<file path="src/design/ffbp_pkg.sv">
// Package for the first-fit bin packer: sizes, status codes and the
// transaction structs of the item and result channels. No dependencies.
package ffbp_pkg;

  // Number of bins and derived widths
  localparam int unsigned NumBins = 64;
  localparam int unsigned IdxW    = (NumBins > 1) ? $clog2(NumBins) : 1;
  localparam int unsigned CntW    = $clog2(NumBins + 1);

  // Fixed field widths of the channels
  localparam int unsigned WeightW  = 16;
  localparam int unsigned BinIdxW  = 6;
  localparam int unsigned InUseW   = 7;

  // Result status codes
  typedef enum logic [1:0] {
    ST_PLACED = 2'd0,
    ST_NEW    = 2'd1,
    ST_HEAVY  = 2'd2,
    ST_FULL   = 2'd3
  } status_e;

  // Input transaction
  typedef struct packed {
    logic [WeightW-1:0] item_weight;
    logic               last_of_set;
  } ffbp_item_t;

  // Result transaction
  typedef struct packed {
    logic [BinIdxW-1:0] bin_index;
    status_e            status;
    logic [InUseW-1:0]  bins_in_use;
  } ffbp_result_t;

endpackage

</file>
<file path="src/design/first_fit_bin_packer.sv">
// First-fit bin packer, top level: sequencer, bin space memory and the
// shared subtract/compare unit. Depends on ffbp_pkg.
//
// Usage:
//   Item channel: drive item_i and raise start; the transaction is taken at
//   a rising edge with start high and busy low. busy stays high while the
//   item is worked on.
//   Result channel: result_valid_o is high for exactly one cycle with the
//   result on result_o. The receiver cannot stall; it must take it then.
//   Configuration: cfg_we_i writes cfg_wdata_i to the bin capacity; write
//   only while idle. The value applies to bins opened afterwards.
// Operation:
//   The weight is first checked against the capacity; then the scan reads
//   one open bin per cycle from the space memory, with the read data
//   registered before the compare. An item placed in bin k gets its result
//   once bin k is compared; a new bin or no-bin result comes once all
//   bins open before the item are scanned. A too-heavy item gets its result
//   from the check, without a scan. The next item can be accepted in the
//   cycle of the strobe.
// Reset:
//   Clears the open bin count and the sequencer and sets the capacity to
//   65535. Bin memory is not cleared; only written entries are compared.
module first_fit_bin_packer (
  input  logic                   clk_i,
  input  logic                   rst_ni,
  input  logic                   start,
  output logic                   busy,
  input  ffbp_pkg::ffbp_item_t   item_i,
  input  logic                   cfg_we_i,
  input  logic [15:0]            cfg_wdata_i,
  output logic                   result_valid_o,
  output ffbp_pkg::ffbp_result_t result_o
);
  import ffbp_pkg::*;

  typedef enum logic [2:0] {
    S_IDLE  = 3'b001,
    S_CHECK = 3'b010,
    S_SCAN  = 3'b100
  } state_e;

  state_e             state_q, state_d;
  logic [WeightW-1:0] cap_q;
  logic [WeightW-1:0] weight_q;
  logic               last_q;
  logic [WeightW-1:0] newspace_q, newspace_d;
  logic [CntW-1:0]    count_q, count_d;
  logic [CntW-1:0]    iss_q, iss_d;
  logic               chk_v_q, chk_v_d;
  logic [IdxW-1:0]    chk_idx_q, chk_idx_d;
  logic               res_v_q, res_v_d;
  ffbp_result_t       res_q, res_d;

  // Bin space memory
  logic [WeightW-1:0] mem [NumBins];
  logic [WeightW-1:0] rdata_q;
  logic               mem_we;
  logic [IdxW-1:0]    mem_waddr;
  logic [WeightW-1:0] mem_wdata;

  // Shared subtract/compare unit
  logic [WeightW-1:0] sub_a;
  logic [WeightW:0]   diff;
  logic               fits;

  assign sub_a = (state_q == S_SCAN) ? rdata_q : cap_q;
  assign diff  = {1'b0, sub_a} - {1'b0, weight_q};
  assign fits  = ~diff[WeightW];

  assign busy           = (state_q != S_IDLE);
  assign result_valid_o = res_v_q;
  assign result_o       = res_q;

  // Sequencer
  always_comb begin
    state_d    = state_q;
    newspace_d = newspace_q;
    count_d    = count_q;
    iss_d      = iss_q;
    chk_v_d    = chk_v_q;
    chk_idx_d  = chk_idx_q;
    res_v_d    = 1'b0;
    res_d      = res_q;
    mem_we     = 1'b0;
    mem_waddr  = chk_idx_q;
    mem_wdata  = diff[WeightW-1:0];
    unique case (state_q)
      S_IDLE: begin
        if (start) begin
          state_d = S_CHECK;
        end
      end
      S_CHECK: begin
        newspace_d = diff[WeightW-1:0];
        iss_d      = '0;
        chk_v_d    = 1'b0;
        if (!fits) begin
          res_v_d           = 1'b1;
          res_d.bin_index   = '0;
          res_d.status      = ST_HEAVY;
          res_d.bins_in_use = InUseW'(count_q);
          if (last_q) begin
            count_d = '0;
          end
          state_d = S_IDLE;
        end else begin
          state_d = S_SCAN;
        end
      end
      S_SCAN: begin
        if (chk_v_q && fits) begin
          // hit: take space from the checked bin
          mem_we            = 1'b1;
          mem_waddr         = chk_idx_q;
          mem_wdata         = diff[WeightW-1:0];
          res_v_d           = 1'b1;
          res_d.bin_index   = BinIdxW'(chk_idx_q);
          res_d.status      = ST_PLACED;
          res_d.bins_in_use = InUseW'(count_q);
          count_d           = last_q ? '0 : count_q;
          state_d           = S_IDLE;
        end else if (iss_q != count_q) begin
          // read the next open bin
          chk_v_d   = 1'b1;
          chk_idx_d = iss_q[IdxW-1:0];
          iss_d     = iss_q + 1'b1;
        end else begin
          // no open bin fits
          res_v_d = 1'b1;
          state_d = S_IDLE;
          if (count_q != CntW'(NumBins)) begin
            mem_we            = 1'b1;
            mem_waddr         = count_q[IdxW-1:0];
            mem_wdata         = newspace_q;
            res_d.bin_index   = BinIdxW'(count_q);
            res_d.status      = ST_NEW;
            res_d.bins_in_use = InUseW'(count_q + 1'b1);
            count_d           = last_q ? '0 : count_q + 1'b1;
          end else begin
            res_d.bin_index   = '0;
            res_d.status      = ST_FULL;
            res_d.bins_in_use = InUseW'(count_q);
            count_d           = last_q ? '0 : count_q;
          end
        end
      end
      default: begin
        state_d = S_IDLE;
      end
    endcase
  end

  // Control registers
  always_ff @(posedge clk_i or negedge rst_ni) begin
    if (!rst_ni) begin
      state_q <= S_IDLE;
      count_q <= '0;
      res_v_q <= 1'b0;
      chk_v_q <= 1'b0;
      iss_q   <= '0;
      cap_q   <= '1;
    end else begin
      state_q <= state_d;
      count_q <= count_d;
      res_v_q <= res_v_d;
      chk_v_q <= chk_v_d;
      iss_q   <= iss_d;
      if (cfg_we_i) begin
        cap_q <= cfg_wdata_i;
      end
    end
  end

  // Payload registers
  always_ff @(posedge clk_i) begin
    if (state_q == S_IDLE && start) begin
      weight_q <= item_i.item_weight;
      last_q   <= item_i.last_of_set;
    end
    newspace_q <= newspace_d;
    chk_idx_q  <= chk_idx_d;
    res_q      <= res_d;
  end

  // Memory: at most one write and one registered read per cycle
  always_ff @(posedge clk_i) begin
    if (mem_we) begin
      mem[mem_waddr] <= mem_wdata;
    end
    rdata_q <= mem[iss_q[IdxW-1:0]];
  end

endmodule

</file>
<file path="config.mk">
export PLATFORM = sky130hd
export DESIGN_NAME = first_fit_bin_packer
export DESIGN_NICKNAME = d
export VERILOG_FILES = /design/src/design/ffbp_pkg.sv /design/src/design/first_fit_bin_packer.sv
export SDC_FILE = /design/constraint.sdc
export NUM_CORES = 1
export LEC_CHECK = 0
export ABC_AREA = 1
export BUFFER_PORTS_ARGS = -buffer_cell sky130_fd_sc_hd__buf_2
export CAP_MARGIN = 40
export CORE_UTILIZATION = 34
export DETAILED_ROUTE_END_ITERATION = 16
export PLACE_DENSITY = 0.46
export SLEW_MARGIN = 20
export SYNTH_ARGS = -nofsm -noshare
export SYNTH_HDL_FRONTEND = slang
export SYNTH_SLANG_ARGS = --single-unit
</file>
<file path="constraint.sdc">
create_clock -name clk_i -period 13.95 [get_ports clk_i]
set_clock_uncertainty 0.2 [all_clocks]
set_input_delay 0.6975 -clock clk_i [delete_from_list [all_inputs] [get_ports clk_i]]
set_output_delay 0.6975 -clock clk_i [all_outputs]
set_load 0.02 [all_outputs]
</file>
# --- Yosys cells after proc, flatten, opt, wreduce, memory -nomap -nowiden ---
# Memories as Yosys holds them, arrays and structs flattened. A register that Yosys moved wholly into a read port is not among the register bits.
# Index checks and enable logic that the tools add are counted.
word_totals:
  n_memories: 1
  register_bits: 89
  output_inout_bits: 17
  elab_cells: 79
  ram_bits: 1024
memory_table:
  columns: ["memory", "depth", "word_bits", "rd", "rd_ports_with_merged_regs", "wr", "line_no", "text"]
  rows:
  - ["mem", 64, 16, 1, 1, 1, "first_fit_bin_packer.sv:55", "logic [WeightW-1:0] mem [NumBins];"]
op_classes:
  n_eq_ne: 11
  muxes: 42
  addsub: 3
  n_reduce_logical: 7
  bitwise_logic: 2
op_table:
  columns: ["operator", "count"]
  rows:
  - ["$mux 16", 5]
  - ["$mux 15", 4]
  - ["$mux 7", 8]
  - ["$pmux 15 s2", 1]
  - ["$pmux 7 s2", 2]
  - ["$mux 6", 4]
  - ["$sub 16x16->17", 1]
  - ["$add 7x1->7 const B", 2]
  - ["$mux 3", 4]
  - ["$mux 1", 11]
  - ["$pmux 3 s3", 1]
  - ["$reduce_and 3->1", 3]
  - ["$ne 7x7->1", 1]
  - ["$ne 7x7->1 const B", 1]
  - ["$ne 2x2->1 const B", 3]
  - ["$pmux 1 s2", 2]
  - ["$eq 3x1->1 const B", 1]
  - ["$eq 3x2->1 const B", 1]
  - ["$eq 3x3->1 const B", 1]
  - ["$ne 3x1->1 const B", 1]
  - ["$ne 3x3->1 const B", 1]
  - ["$logic_and 1x1->1", 2]
  - ["$ne 2x1->1 const B", 1]
  - ["$not 1->1", 2]
  - ["other kinds (2)", 2]

# --- Depth between registers and ports, before layout ---
logic_depth:
  ltp_word: 9
  mapped_depth: 24

# --- Worst setup path after synthesis ---
# No wires, ideal clock.
synth_path:
  path_type: "flip-flop to flip-flop"
  start: "reg state_q[1]"
  end: "mem mem[0][0], data pin"
  path_buffers: 4
  stages_incl_launch_ff: 18
  setup_slack_ns: 7.806
  arrival_ns: 5.242
  synth_period_minus_slack_ns: 6.144
  cell_sequence: "dfrtp_1 > nor3_1 > buf_2 > buf_1 > clkbuf_1 > o21ai_0 > ha_1 > nand2_1 > nor2_1 > inv_1 > nor2_1 > nand2_1 > nand2_2 > nand2_2 > nand3_2 > buf_6 > inv_1 > o21ai_0"
synth_via:
  elab_chain_cells: 7
  word_cells_on_any_way: 9
  classes_between: "1 x add/sub; 1 x eq/ne; 5 x mux; 1 x bitwise; 1 x reduce/logical"
synth_lines:
  columns: ["element", "line_no", "text"]
  rows:
  - ["from (decl)", "first_fit_bin_packer.sv:42", "state_e state_q, state_d;"]
  - ["from (signal assigned)", "first_fit_bin_packer.sv:163", "state_q <= state_d;"]
  - ["$eq 3x3->1 *", "first_fit_bin_packer.sv:66, first_fit_bin_packer.sv:87", null]
  - ["$mux 16", "first_fit_bin_packer.sv:66", "assign sub_a = (state_q == S_SCAN) ? rdata_q : cap_q;"]
  - ["$sub 16x16->17", "first_fit_bin_packer.sv:67", "assign diff = {1'b0, sub_a} - {1'b0, weight_q};"]
  - ["$mux 16 or $not 1->1 (tied branches)", "first_fit_bin_packer.sv:131, first_fit_bin_packer.sv:68", null]
  - ["$mux 16 or $logic_and 1x1->1 (tied branches)", "first_fit_bin_packer.sv:122, first_fit_bin_packer.sv:111", null]
  - ["$mux 16", "first_fit_bin_packer.sv:111", "if (chk_v_q && fits) begin"]
  - ["$mux 16 *", "first_fit_bin_packer.sv:87", "unique case (state_q)"]
  - ["net mem_wdata[0]", "first_fit_bin_packer.sv:59", "logic [WeightW-1:0] mem_wdata;"]
  - ["to (decl)", "first_fit_bin_packer.sv:55", null]
# Mark *: on every way through the listed nets, which the timed path passes. The rest lies on a longest branch.

# --- Worst setup path in the final report ---
layout_path:
  start: "reg state_q[1]"
  end: "mem mem[42][13] (enable)"
layout_via:
  elab_chain_cells: 9
  word_cells_on_any_way: 11
  classes_between: "1 x add/sub; 1 x eq/ne; 7 x mux; 1 x bitwise; 1 x reduce/logical"
layout_lines:
  columns: ["element", "line_no", "text"]
  rows:
  - ["$eq 3x3->1 *", "first_fit_bin_packer.sv:66, first_fit_bin_packer.sv:87", null]
  - ["$mux 16", "first_fit_bin_packer.sv:66", null]
  - ["$sub 16x16->17", "first_fit_bin_packer.sv:67", null]
  - ["$not 1->1", "first_fit_bin_packer.sv:68", "assign fits = ~diff[WeightW];"]
  - ["$logic_and 1x1->1", "first_fit_bin_packer.sv:111", null]
  - ["$mux 1", "first_fit_bin_packer.sv:111", null]
  - ["$mux 1", "first_fit_bin_packer.sv:87", null]
  - ["$mux 1", "first_fit_bin_packer.sv:187", "if (mem_we) begin"]
  - ["$mux 1 (implied by the code)", "first_fit_bin_packer.sv:188", "mem[mem_waddr] <= mem_wdata;"]
# Every way passes the cells marked *; elsewhere a longest branch is shown, timed or not.

==> results.cfg <==
[status]
status = finished clean

[synth]
yosys-top-cells-count = edfxtp_1, nor2_1, o21ai_0
synth-seq-cells = 1129
synthCells = 3525
synth_ff_type = edfxtp_1
yosysTopAreaCell = edfxtp_1
yosysMostFrequentCell = edfxtp_1
async_reset_ff_share_pct = 3.10
ys_seq_area_share_pct = 74.3
ys_warn_count = 0
syn_area_sq_um = 45200
synth_top_area_share_pct = 71.6
synth_edf_count = 1078
yosys-top-cells-area = edfxtp_1, o21ai_0, nor2_1
synth_cell_type_count = 42
syn_area_per_cell_sq_um = 12.8
syn-num-nets = 3583

[clocking]
clock_sinks = 1129
cts-resized-gates = 0
clk_pin_slew_ns = 0.06
tritoncts = yes
cts_made_buffers = 117
cts_buffer_depth = 3
cts-htree-levels = 3
insertion_delay_ns = 0.73
cts_root_buffer = clkbuf_16

[route]
routedWlPerCell_um = 24.9
drt_first_pass_iters = 6
drc = 0
final_antenna_net_count = 0
routed_wl_um = 136000
vias = 28991
via_per_inst = 5.29
drt-initial-drc-count = 2741

[pwr]
p_seq_share_pct = 50.0
p_leak_nw = 17.4
powerDensity_nw_per_um2 = 167
max-vdd-ir-drop_mv = 0.144
swShare_pct = 27.4
combPwrFrac_pct = 14.4
internal_power_mw = 6.33
clkPwrFrac_pct = 35.6
design_power_total_mw = 8.72
p_switching_mw = 2.39

[grt]
grt_pass1_wl_um = 197000
grt_max_degree = 181
overflow = 0
grt_pass1_vias = 27620
antenna_found_initial = 2
gr-usage-all-layers_pct = 19.9

[place]
dp.cells = 5219
port_buffers = 53
gp_congestion = 0.824
place_hpwl_um = 78400

[final_layout]
antenna_cells = 0
finalNetCount = 3679
layout.cells.non_filler = 5478
layout-drive-gt1-share_pct = 11.7
area_growth_pct = 15.5
fin_util_pct = 39.6

[setup_path]
cp-end-kind = register
arrival_ns = 5.80
cp_cell_sequence = nor3_2 -> buf_4 -> inv_1 -> o21ai_0 -> ha_1 -> fa_1 -> inv_1 -> nand2_1 -> nand2_1 -> nand3_1 -> nand2_1 -> nand2_1 -> nand2_2 -> nand2_2 -> nand3_2 -> nand2_1 -> nand2_2 -> inv_1 -> nand3_2 -> nor2_1 -> buf_4
cp_slowest_cell = nor2_1
startpoint = state_q[1]
crit_buf_inv = 5
crit_fanout = 38
crit_required_ns = 14.17
crit_top_cell = nand2_1
crit_type = register to register
path_delay_family = simple AND/OR/NAND/NOR gates
slowest_delay_ns = 0.75
startpoint_type = register
r2r-start = state_q[1]

[timing]
slew_viol_final = 0
worstMarginPinSlew_ns = 1.07
fin_crit_ns = 5.58
final-setup-viol-count = 0
maxSlewHeadroom_pct = 28.7
post-route-period-util_pct = 40.0
final_hold_viol_count = 0
fmaxAchievable_mhz = 179
rsz0062_at_grt = no
setup_tns_ns = 0

[flow_run]
cap_viol_max_count = 0

[die]
die_area_sq_um = 134000
io_pins = 54
rows = 133
core_sq_um = 132000
die_x_um = 367
start_util_pct = 34.3
die_h_um = 367

[worst_hold_path]
hold_class = primary input to register
hp-start = cfg_wdata_i[15]
==> flip-flops by register name, indices dropped and copies added (netlist names), 3 cells and up <==
signal / flops
mem: 1024
cap_q: 16
newspace_q: 16
rdata_q: 16
weight_q: 16
result_o: 15
count_q: 7
iss_q: 7
chk_idx_q: 6
state_q: 3
==> cell type report <==
type,count,area [sq um]
clock buffers,152,3150
fillers,12436,79400
clock inverters,69,621
well taps,1755,2200
flip-flops and latches,1129,33600
repair buffers,206,1800
multi-input cells,2069,10400
inverters,98,383
==> cell usage in the layout, fill, tap and decap left out, types with 90 or more instances in the layout <==
cell type     n
o221ai_1    112
buf_4        96
o22ai_1     149
inv_1        90
nand2_1     256
nand3_1     166
edfxtp_1   1078
clkbuf_16   119
nor2_1      587
o21ai_0     576
==> power by group through the flow <==
stage          sequential [mW]  clock [mW]  combinational, mW
2_1_floorplan             4.46           0              0.512
3_3_place_gp              4.43           0               1.20
3_5_place_dp              4.43           0               1.25
4_1_cts                   4.36        3.17               1.26
5_1_grt                   4.36        3.29               1.35
6_report                  4.36        3.10               1.26
==> kinds of logic (layout without fill, tap and decap cells) <==
logic type / count (synthesis) / after routing / share of synthesized area, %
AND/OR/NAND/NOR: 1079 / 1079 / 9.78
buffers and inverters: 327 / 525 / 2.80
XOR/XNOR: 21 / 21 / 0.407
multiplexers: 3 / 3 / 0.0748
AO/OA/AOI/OAI: 945 / 945 / 12.0
flip-flops: 1129 / 1129 / 74.3
adder cells (fa/ha/maj): 21 / 21 / 0.598
==> final timing paths <==
path,end,slack (ns),depth (start not counted)
min in group asynchronous,count_q[0],0.26,2
hold reg to reg,cap_q[10],0.28,2
setup / recovery,mem[42][13],8.37,21
hold / removal,cap_q[15],0.05,3
setup reg to reg,mem[42][13],8.37,21
max in group asynchronous,cap_q[0],12.74,3
==> stage by stage <==
step / hold WS [ns] / instance area [sq um] / setup slack (ns)
after floorplan: 0.202 / 45200 / 7.81
after global placement: 0.283 / 47600 / 8.46
after detailed placement: 0.271 / 47900 / 8.40
after CTS: 0.000921 / 52000 / 8.38
after global routing: 0.0269 / 52200 / 7.90
final: 0.0463 / 52200 / 8.37
==> worst register-to-register path: cells and delay by family (launching register included) <==
family | cells | cell delay, ns
AO/OA/AOI/OAI | 1 | 0.22
flip-flops | 1 | 0.40
buffers and inverters | 5 | 1.18
adder cells (fa/ha/maj) | 2 | 0.44
AND/OR/NAND/NOR | 13 | 2.84
==> metal layers <==
layer  part of all wire [%]  track usage (%)  wire [um]  vias to the layer above
met5                      0                0          0                        -
met4                    2.7             6.42       3660                        0
met3                    5.4             2.52       7340                      182
met2                     46             31.4      63200                      838
met1                     46             28.5      62100                    14735
li1                       -                -          -                    13236
==> repair_timing <==
| action | 4_1_cts | 5_1_grt |
|---|---|---|
| hold buffers | 30 | 0 |
| endpoints found under the hold margin | 32 | 0 |
| buffers inserted | 0 | 0 |
Note: power is estimated with default switching activity, not from simulation.
